File: config.mk
export PLATFORM = sky130hd
export DESIGN_NAME = tgf_isqrt
export DESIGN_NICKNAME = d
export VERILOG_FILES = /design/src/rtl/triangle_gradient_frame_assert.svh /design/src/rtl/tgf_pkg.sv /design/src/rtl/tgf_isqrt.sv
export SDC_FILE = /design/constraint.sdc
export NUM_CORES = 2
export LEC_CHECK = 0
export BUFFER_PORTS_ARGS = -buffer_cell sky130_fd_sc_hd__buf_2
export CAP_MARGIN = 15
export CELL_PAD_IN_SITES_DETAIL_PLACEMENT = 2
export CELL_PAD_IN_SITES_GLOBAL_PLACEMENT = 2
export CORE_MARGIN = 2
export CORE_UTILIZATION = 49
export DETAILED_ROUTE_END_ITERATION = 8
export GPL_TIMING_DRIVEN = 0
export PLACE_DENSITY = 0.93
export SYNTH_ARGS = -nofsm -noshare
export SYNTH_HDL_FRONTEND = slang
export SYNTH_SLANG_ARGS = --single-unit
export TNS_END_PERCENT = 10
File: constraint.sdc
create_clock -name clk -period 9.65 [get_ports clk]
set_input_delay 0 -clock clk [delete_from_list [all_inputs] [get_ports clk]]
set_output_delay 0 -clock clk [all_outputs]
set_load 0.03 [all_outputs]
File: src/rtl/triangle_gradient_frame_assert.svh
// Assertion macros shared by the RTL.
`ifndef TRIANGLE_GRADIENT_FRAME_ASSERT_SVH
`define TRIANGLE_GRADIENT_FRAME_ASSERT_SVH
`ifndef ASSERT_OFF
`define TGF_ASSERT_RST(lbl, clk, rst, prop, msg) \
  lbl: assert property (@(posedge clk) disable iff (rst) prop) else $error(msg);
`define TGF_ASSERT_CLK(lbl, clk, prop, msg) \
  lbl: assert property (@(posedge clk) prop) else $error(msg);
`else
`define TGF_ASSERT_RST(lbl, clk, rst, prop, msg)
`define TGF_ASSERT_CLK(lbl, clk, prop, msg)
`endif
`endif

File: src/rtl/tgf_pkg.sv
package tgf_pkg;

  localparam int FRAC_BITS_DEF = 16;

  localparam int TAG_W   = 20;
  localparam int DW      = 32;            // Q format word
  localparam int PW      = 2 * DW;        // product / cross magnitude
  localparam int SC_W    = DW - 1;        // normalized cross component
  localparam int SQ_W    = 2 * SC_W;
  localparam int ROOT_W  = DW;            // length of scaled normal
  localparam int QBITS   = DW + 2;        // quotient bits before rounding
  localparam int DIV_LAT = QBITS + 2;
  localparam int SH_W    = 7;
  localparam int EXP_W   = 8;
  localparam int LEN_W   = $clog2(PW + 1);
  localparam int SH_MIN  = 1 - SC_W;

  localparam int MAT_W       = 9 * DW;
  localparam int IN_BITS     = TAG_W + 9 * DW;
  localparam int IN_TDATA_W  = ((IN_BITS + 7) / 8) * 8;
  localparam int OUT_BITS    = TAG_W + MAT_W;
  localparam int OUT_TDATA_W = ((OUT_BITS + 7) / 8) * 8;

  localparam logic [DW-1:0] POS_MAX = {1'b0, {(DW-1){1'b1}}};
  localparam logic [DW-1:0] NEG_MIN = {1'b1, {(DW-1){1'b0}}};
  localparam logic [DW-1:0] MAG_CAP = {1'b1, {(DW-1){1'b0}}};

  typedef logic [2:0][DW-1:0] vec3_t;
  typedef logic [2:0][PW-1:0] wvec3_t;

  function automatic logic [DW-1:0] sat_diff(input logic [DW-1:0] x, input logic [DW-1:0] y);
    logic [DW:0] d;
    d = {x[DW-1], x} - {y[DW-1], y};
    if (d[DW] != d[DW-1]) return d[DW] ? NEG_MIN : POS_MAX;
    return d[DW-1:0];
  endfunction

  function automatic logic [DW-1:0] sgn_sat(input logic [DW-1:0] mag, input logic neg);
    if (neg) return -mag;
    return (mag > POS_MAX) ? POS_MAX : mag;
  endfunction

  function automatic logic [LEN_W-1:0] bit_len(input logic [PW-1:0] x);
    logic [LEN_W-1:0] n;
    n = '0;
    for (int i = 0; i < PW; i++) begin
      if (x[i]) n = LEN_W'(i + 1);
    end
    return n;
  endfunction

  function automatic int nxt(input int i);
    return (i == 2) ? 0 : i + 1;
  endfunction

  function automatic int prv(input int i);
    return (i == 0) ? 2 : i - 1;
  endfunction

endpackage

File: src/rtl/tgf_isqrt.sv
// One root bit per stage, MSB first.
module tgf_isqrt import tgf_pkg::*; (
  input  logic              clk,
  input  logic              en,
  input  logic [PW-1:0]     x,
  output logic [ROOT_W-1:0] root
);

  logic [PW-1:0]     rem_r [ROOT_W];
  logic [ROOT_W-1:0] rt_r  [ROOT_W];

  for (genvar s = 0; s < ROOT_W; s++) begin : g_step
    localparam int B = ROOT_W - 1 - s;
    logic [PW-1:0]     rin;
    logic [ROOT_W-1:0] qin;
    logic [PW:0]       trial;

    if (s == 0) begin : g_first
      assign rin = x;
      assign qin = '0;
    end else begin : g_next
      assign rin = rem_r[s-1];
      assign qin = rt_r[s-1];
    end

    // (q + 2^B)^2 - q^2
    assign trial = ((PW+1)'(qin) << (B + 1)) + ((PW+1)'(1) << (2 * B));

    always_ff @(posedge clk) begin
      if (en) begin
        if ({1'b0, rin} >= trial) begin
          rem_r[s] <= PW'({1'b0, rin} - trial);
          rt_r[s]  <= qin | (ROOT_W'(1) << B);
        end else begin
          rem_r[s] <= rin;
          rt_r[s]  <= qin;
        end
      end
    end
  end

  assign root = rt_r[ROOT_W-1];

endmodule

==> results by group, run 1 <==
CTS
  • Maximum count of clock buffers along a single path: 4
  • Number of CTS-inserted buffers: 292
  • Clock Tree Root: sky130_fd_sc_hd__clkbuf_16
  • Gates resized, CTS repair: 0
  • Level count of the clock H-tree: 5
  • CTS Sinks: 2512

Yosys
  • Largest family of logic cells by synthesized area: simple AND/OR/NAND/NOR gates
  • Ranking of synthesized cells by area: sky130_fd_sc_hd__edfxtp_1, sky130_fd_sc_hd__ha_1, sky130_fd_sc_hd__xor2_1
  • Compound-gate portion of the synthesized area: 9.624%
  • Post-synthesis sequential area ratio: 62.23%
  • Average instance area after synthesis: 12.41 µm²
  • Count of state elements after synthesis: 2512
  • Number of enable-type register cells in the synthesized netlist: 2512
  • Most used DFF post-synth: sky130_fd_sc_hd__edfxtp_1
  • Async set-reset flop share out of synthesis: 0%
  • Mapped cell area: 121200 µm²
  • Area share of the leading cell type in the synthesized netlist: 62.23%
  • Proportion of synthesized area in mux cells: 0.4717%
  • Number of synthesis warnings: 0
  • Xor/xnor share of the synthesized area: 6.344%
  • Distinct cell type count after synthesis: 90
  • Cell accounting for the most synthesized area: sky130_fd_sc_hd__edfxtp_1
  • Post-synthesis instance total: 9770
  • Fraction of the mapped netlist area in simple logic gates: 12.68%
  • Number of nets in the synthesized netlist: 10394
  • Post-synthesis share of cell area spent on full adders, half adders and majority gates: 5.759%

Run status
  • Run status: aborted with a tool error
  • Error text reported by the tool: [ERROR GRT-0116] Global routing finished with congestion. Check the congestion regions in the DRC Viewer.
  • Stopped at: global routing

Global routing
  • Pin count of the biggest net entering global routing: 80
  • Global-route wire length before repair: 1188 mm
  • Overall routing resource usage: 68.17%
  • Leftover overflow at the end of global routing: 488
  • Vias in the first global route: 124394

Placement
  • Hpwl dp: 411.7 mm
  • Dpl cell area: 126600 µm²
  • Gpl congestion: 0.9290
  • Placed cell count: 13117
  • I/O Buffers: 96

Floorplan
  • Die width: 501.4 µm
  • Number of top-level pins: 98
  • Vert. Die Dim: 501.4 µm
  • Starting Density: 49.29%
  • Floorplan row count: 182
[per-stage QoR]
stage	utilization, %	setup slack, ps
CTS	55.59	3297
detailed placement	51.47	3309
global placement	51.12	733.0
floorplan	-	5784
[cells in the mapped netlist (204+ instances only)]
library cell and instances:
sky130_fd_sc_hd__o21ai_0 467, sky130_fd_sc_hd__clkbuf_1 204, sky130_fd_sc_hd__xnor2_1 404, sky130_fd_sc_hd__nor3_1 277, sky130_fd_sc_hd__nor4_1 373, sky130_fd_sc_hd__nand2_1 712
sky130_fd_sc_hd__a21oi_1 537, sky130_fd_sc_hd__xor2_1 474, sky130_fd_sc_hd__a21o_1 224, sky130_fd_sc_hd__inv_1 699, sky130_fd_sc_hd__nor2_1 581, sky130_fd_sc_hd__ha_1 558
sky130_fd_sc_hd__edfxtp_1 2512
[cell families after synthesis]
logic type,count (synthesis)
xor+xnor,878
mux,52
compound gates,1870
simple gates,2969
fa+ha+maj,558
flops,2512
buf+inv,931
[per-layer routing]
| metal | GRT overflow | track usage, % |
|---|---|---|
| met1 | 24 | 68.21 |
| met2 | 237 | 86.04 |
| met3 | 23 | 52.47 |
| met4 | 198 | 62.64 |
| met5 | 6 | 33.90 |
[repair_timing]
item | CTS
hold buffers | 128
setup buffers | 0
endpoints found under the hold margin | 65
==> inputs of run 2 (changes only) <==
Settings changed: CELL_PAD_IN_SITES_DETAIL_PLACEMENT 2 to unset, CELL_PAD_IN_SITES_GLOBAL_PLACEMENT 2 to unset, CORE_UTILIZATION 49 to 40, PLACE_DENSITY 0.93 to unset, PLACE_DENSITY_LB_ADDON set to 0.15.
==> run 2 against run 1 <==
Synthesized area unchanged. The run now ends clean. Synthesized cell count unchanged.
==> results by group, run 2 <==
Yosys
  • Most used DFF post-synth: sky130_fd_sc_hd__edfxtp_1
  • Post-synthesis instance total: 9770 (unchanged)
  • Number of nets in the synthesized netlist: 10394 (unchanged)
  • Async set-reset flop share out of synthesis: 0% (unchanged)
  • Fraction of the mapped netlist area in simple logic gates: 12.68% (unchanged)
  • Distinct cell type count after synthesis: 90 (unchanged)
  • Post-synthesis share of cell area spent on full adders, half adders and majority gates: 5.759% (unchanged)
  • Xor/xnor share of the synthesized area: 6.344% (unchanged)
  • Compound-gate portion of the synthesized area: 9.624% (unchanged)
  • Leading cell type by number of instances after synthesis: sky130_fd_sc_hd__edfxtp_1
  • Largest family of logic cells by synthesized area: simple AND/OR/NAND/NOR gates
  • Mapped cell area: 121200 µm² (unchanged)
  • Count of state elements after synthesis: 2512 (unchanged)
  • Area share of the leading cell type in the synthesized netlist: 62.23% (unchanged)
  • Ranking of synthesized cells by area: sky130_fd_sc_hd__edfxtp_1, sky130_fd_sc_hd__ha_1, sky130_fd_sc_hd__xor2_1
  • Cell accounting for the most synthesized area: sky130_fd_sc_hd__edfxtp_1
  • Top cells by count, synth: sky130_fd_sc_hd__edfxtp_1, sky130_fd_sc_hd__nand2_1, sky130_fd_sc_hd__inv_1, sky130_fd_sc_hd__nor2_1, sky130_fd_sc_hd__ha_1
  • Proportion of synthesized area in mux cells: 0.4717% (unchanged)
  • Average instance area after synthesis: 12.41 µm² (unchanged)
  • Number of synthesis warnings: 0 (unchanged)
  • Number of enable-type register cells in the synthesized netlist: 2512 (unchanged)
  • Post-synthesis sequential area ratio: 62.23% (unchanged)

Floorplan
  • Floorplan row count: 202 (+11%)
  • Full die area: 307500 µm²
  • Die width: 554.5 µm (+11%)
  • Standard cell core area: 302300 µm²
  • Starting Density: 40.10% (-9.2 points)
  • Number of top-level pins: 98 (unchanged)
  • Vert. Die Dim: 554.5 µm (+11%)

Cells and area
  • Non-Filler Cell Area, Final: 137900 µm²
  • Area used by multi-input combinational logic: 42320 µm²
  • Nets: 10944
  • Register with the highest flop count: rem_r
  • Layout cells sized above 1: 6.504%
  • Max reg flops: 1984
  • Top Registers: rem_r (1984), rt_r (528)
  • Filler cells: 27196
  • Most frequent cells in the layout: sky130_fd_sc_hd__edfxtp_1, sky130_fd_sc_hd__nand2_1, sky130_fd_sc_hd__inv_1
  • Area Overhead vs Synth: 13.75%
  • Sequential cell area: 75430 µm²
  • Commonest non-fill, non-tap cell in the layout: sky130_fd_sc_hd__edfxtp_1

Timing
  • Highest clock frequency the design can meet: 183.2 MHz
  • Number of failing setup endpoints in the final timing report: 0
  • Final period demand of the worst path: 5457 ps
  • TNS Setup: 0 ps
  • Normalized max-slew margin: 9.916%
  • RSZ-0062 raised after global routing: false
  • Post-route clock skew: 69.84 ps
  • Least-Margin Pin Slew: 1339 ps
  • Hold violation count in the final report: 0
  • Final worst-path cycle share: 56.55%
  • Setup WS post-layout: 4193 ps
  • Max-slew violations: 0

Setup path
  • Category of the most critical setup path: register to register
  • Worst-path maximum fanout: 9
  • Crit-path leading delay family: simple AND/OR/NAND/NOR gates
  • Crit path buf inv count: 3
  • Worst Setup Start Kind: register
  • Slowest CP cell: sky130_fd_sc_hd__nor4_1
  • Kind of end point of the critical path: register
  • Req. time, crit path: 10240 ps
  • Worst Path Arrival: 6050 ps
  • Ordered list of cells on the worst path: inv_1, ha_1, clkbuf_1, and4b_1, nand2_1, nor4_1, a2111oi_0, or3_1, a22oi_1, o21ai_1, or3_1, clkbuf_1, or4b_1, xnor2_1
  • Longest individual stage delay on the worst path: 1170 ps

Power
  • Clock network power share: 32.2%
  • Worst vdd rail ir drop: 0.1473 mV
  • Switching power: 9.929 mW
  • Static leakage: 51.23 nW
  • Cell internal pwr: 22.54 mW
  • Switching Fraction: 30.58%
  • Part of the power in registers: 46.1%
  • Overall power: 32.46 mW
  • Portion of total power attributed to combinational logic: 21.7%
  • Pwr per Cell Area: 235.4 nW/µm²

Global routing
  • Global-route wire length before repair: 500.0 mm
  • Pin count of the biggest net entering global routing: 76
  • Vias in the first global route: 77543
  • Initial antenna violation count: 21
  • Leftover overflow at the end of global routing: 0
  • Overall routing resource usage: 21.47%

Route
  • 1st-iter DRT viols: 7230
  • Number of vias in the routed layout: 79716
  • Drt wl/cell: 23.17 µm
  • Post-DR vias/cell: 5.492
  • Length of the first detailed-routing pass in iterations: 6
  • Number of nets with antenna violations after routing: 0
  • Total DRC errors in the routed layout: 0
  • WL final: 336.4 mm

Placement
  • Gpl congestion: 0.9589 (+3.2%)
  • Dpl cell area: 127700 µm² (+0.86%)
  • Hpwl dp: 260.6 mm (-37%)
  • I/O Buffers: 96 (unchanged)
  • Pre-CTS WS: 4025 ps (+715.9 ps)

CTS
  • CTS Sinks: 2512 (unchanged)
  • Maximum count of clock buffers along a single path: 4 (unchanged)
  • TritonCTS clock tree: built
  • Clock latency reported for the late side of the worst-skew pair: 900 ps
  • Clock Tree Root: sky130_fd_sc_hd__clkbuf_16
  • Level count of the clock H-tree: 5 (unchanged)
  • Number of CTS-inserted buffers: 283 (-3.1%)
  • Clock-pin slew on the worst setup and hold paths: 60 ps

Flow run
  • Maximum capacitance violations: 0

Worst hold path
  • Hold crit path type: input pin to register

Run status
  • Run status: completed
## run 2: worst paths after layout
| kind | start | endpoint | slack, ps | depth (start not counted) |
|---|---|---|---|---|
| setup / recovery | rt_r[1][287] | rem_r[1][633] | 4190 | 14 |
| hold / removal | x[62] | rem_r[0][63] | 200 | 5 |
| setup reg to reg | rt_r[1][287] | rem_r[1][633] | 4190 | 14 |
| hold reg to reg | rem_r[1][84] | rem_r[1][148] | 440 | 0 |
## run 2: worst register-to-register path: stages (launching register included)
cell and delay, ps:
sky130_fd_sc_hd__edfxtp_1 420, sky130_fd_sc_hd__inv_1 60, sky130_fd_sc_hd__ha_1 260, sky130_fd_sc_hd__clkbuf_1 280, sky130_fd_sc_hd__and4b_1 310, sky130_fd_sc_hd__nand2_1 240
sky130_fd_sc_hd__nor4_1 1170, sky130_fd_sc_hd__a2111oi_0 370, sky130_fd_sc_hd__or3_1 460, sky130_fd_sc_hd__a22oi_1 170, sky130_fd_sc_hd__o21ai_1 190, sky130_fd_sc_hd__or3_1 360
sky130_fd_sc_hd__clkbuf_1 190, sky130_fd_sc_hd__or4b_1 550, sky130_fd_sc_hd__xnor2_1 160
## run 2: power by group through the flow
stage	registers, mW	logic [mW]	clock network, mW
after CTS	15.0	6.96	10.7
final	15.0	7.04	10.5
after detailed placement	15.2	6.85	0
after global placement	15.2	6.78	0
after global routing	15.1	7.77	11.2
after floorplan	14.6	4.86	0
## run 2: final cells by class
class | count | share of cell area [%]
diodes | 6 | 0.01089
plain buffers | 229 | 0.7250
clock buffers | 333 | 5.365
clock inverters | 164 | 1.076
inverters | 702 | 1.911
multi-input cells | 6327 | 30.69
flip-flops and latches | 2512 | 54.71
well taps | 3978 | 3.610
repair buffers | 265 | 1.902
## run 2: repair_timing
item                                   CTS  global route
endpoints found under the hold margin   65             0
setup buffers                            0             0
setup endpoints to repair                0             0
resized for setup                        0             0
hold buffers                           129             0
## run 2: per-layer routing
layer / GRT usage, % / part of all wire (%) / vias up
met5: 0 / 0.017 / -
met4: 7.323 / 3.6 / 8
met3: 3.723 / 6.2 / 502
met2: 33.93 / 45 / 2330
met1: 29.83 / 45 / 39113
li1: - / - / 37763
## run 2: kinds of logic after synthesis
kind of cell             count (synthesis)
buffers and inverters                  931
XOR/XNOR                               878
adder cells (fa/ha/maj)                558
multiplexers                            52
AND/OR/NAND/NOR                       2969
AO/OA/AOI/OAI                         1870
flip-flops                            2512
## run 2: stage by stage
stage / hold slack (ps) / util (%) / std cells
floorplan: 98.87 / - / 9770
global placement: 191.9 / 41.91 / 13844
detailed placement: 193.2 / 42.24 / 13882
CTS: 93.21 / 45.61 / 14508
global route: 200.9 / 45.61 / 14511
finish: 202.2 / 45.62 / 14516
(Power assumes the default switching activity.)
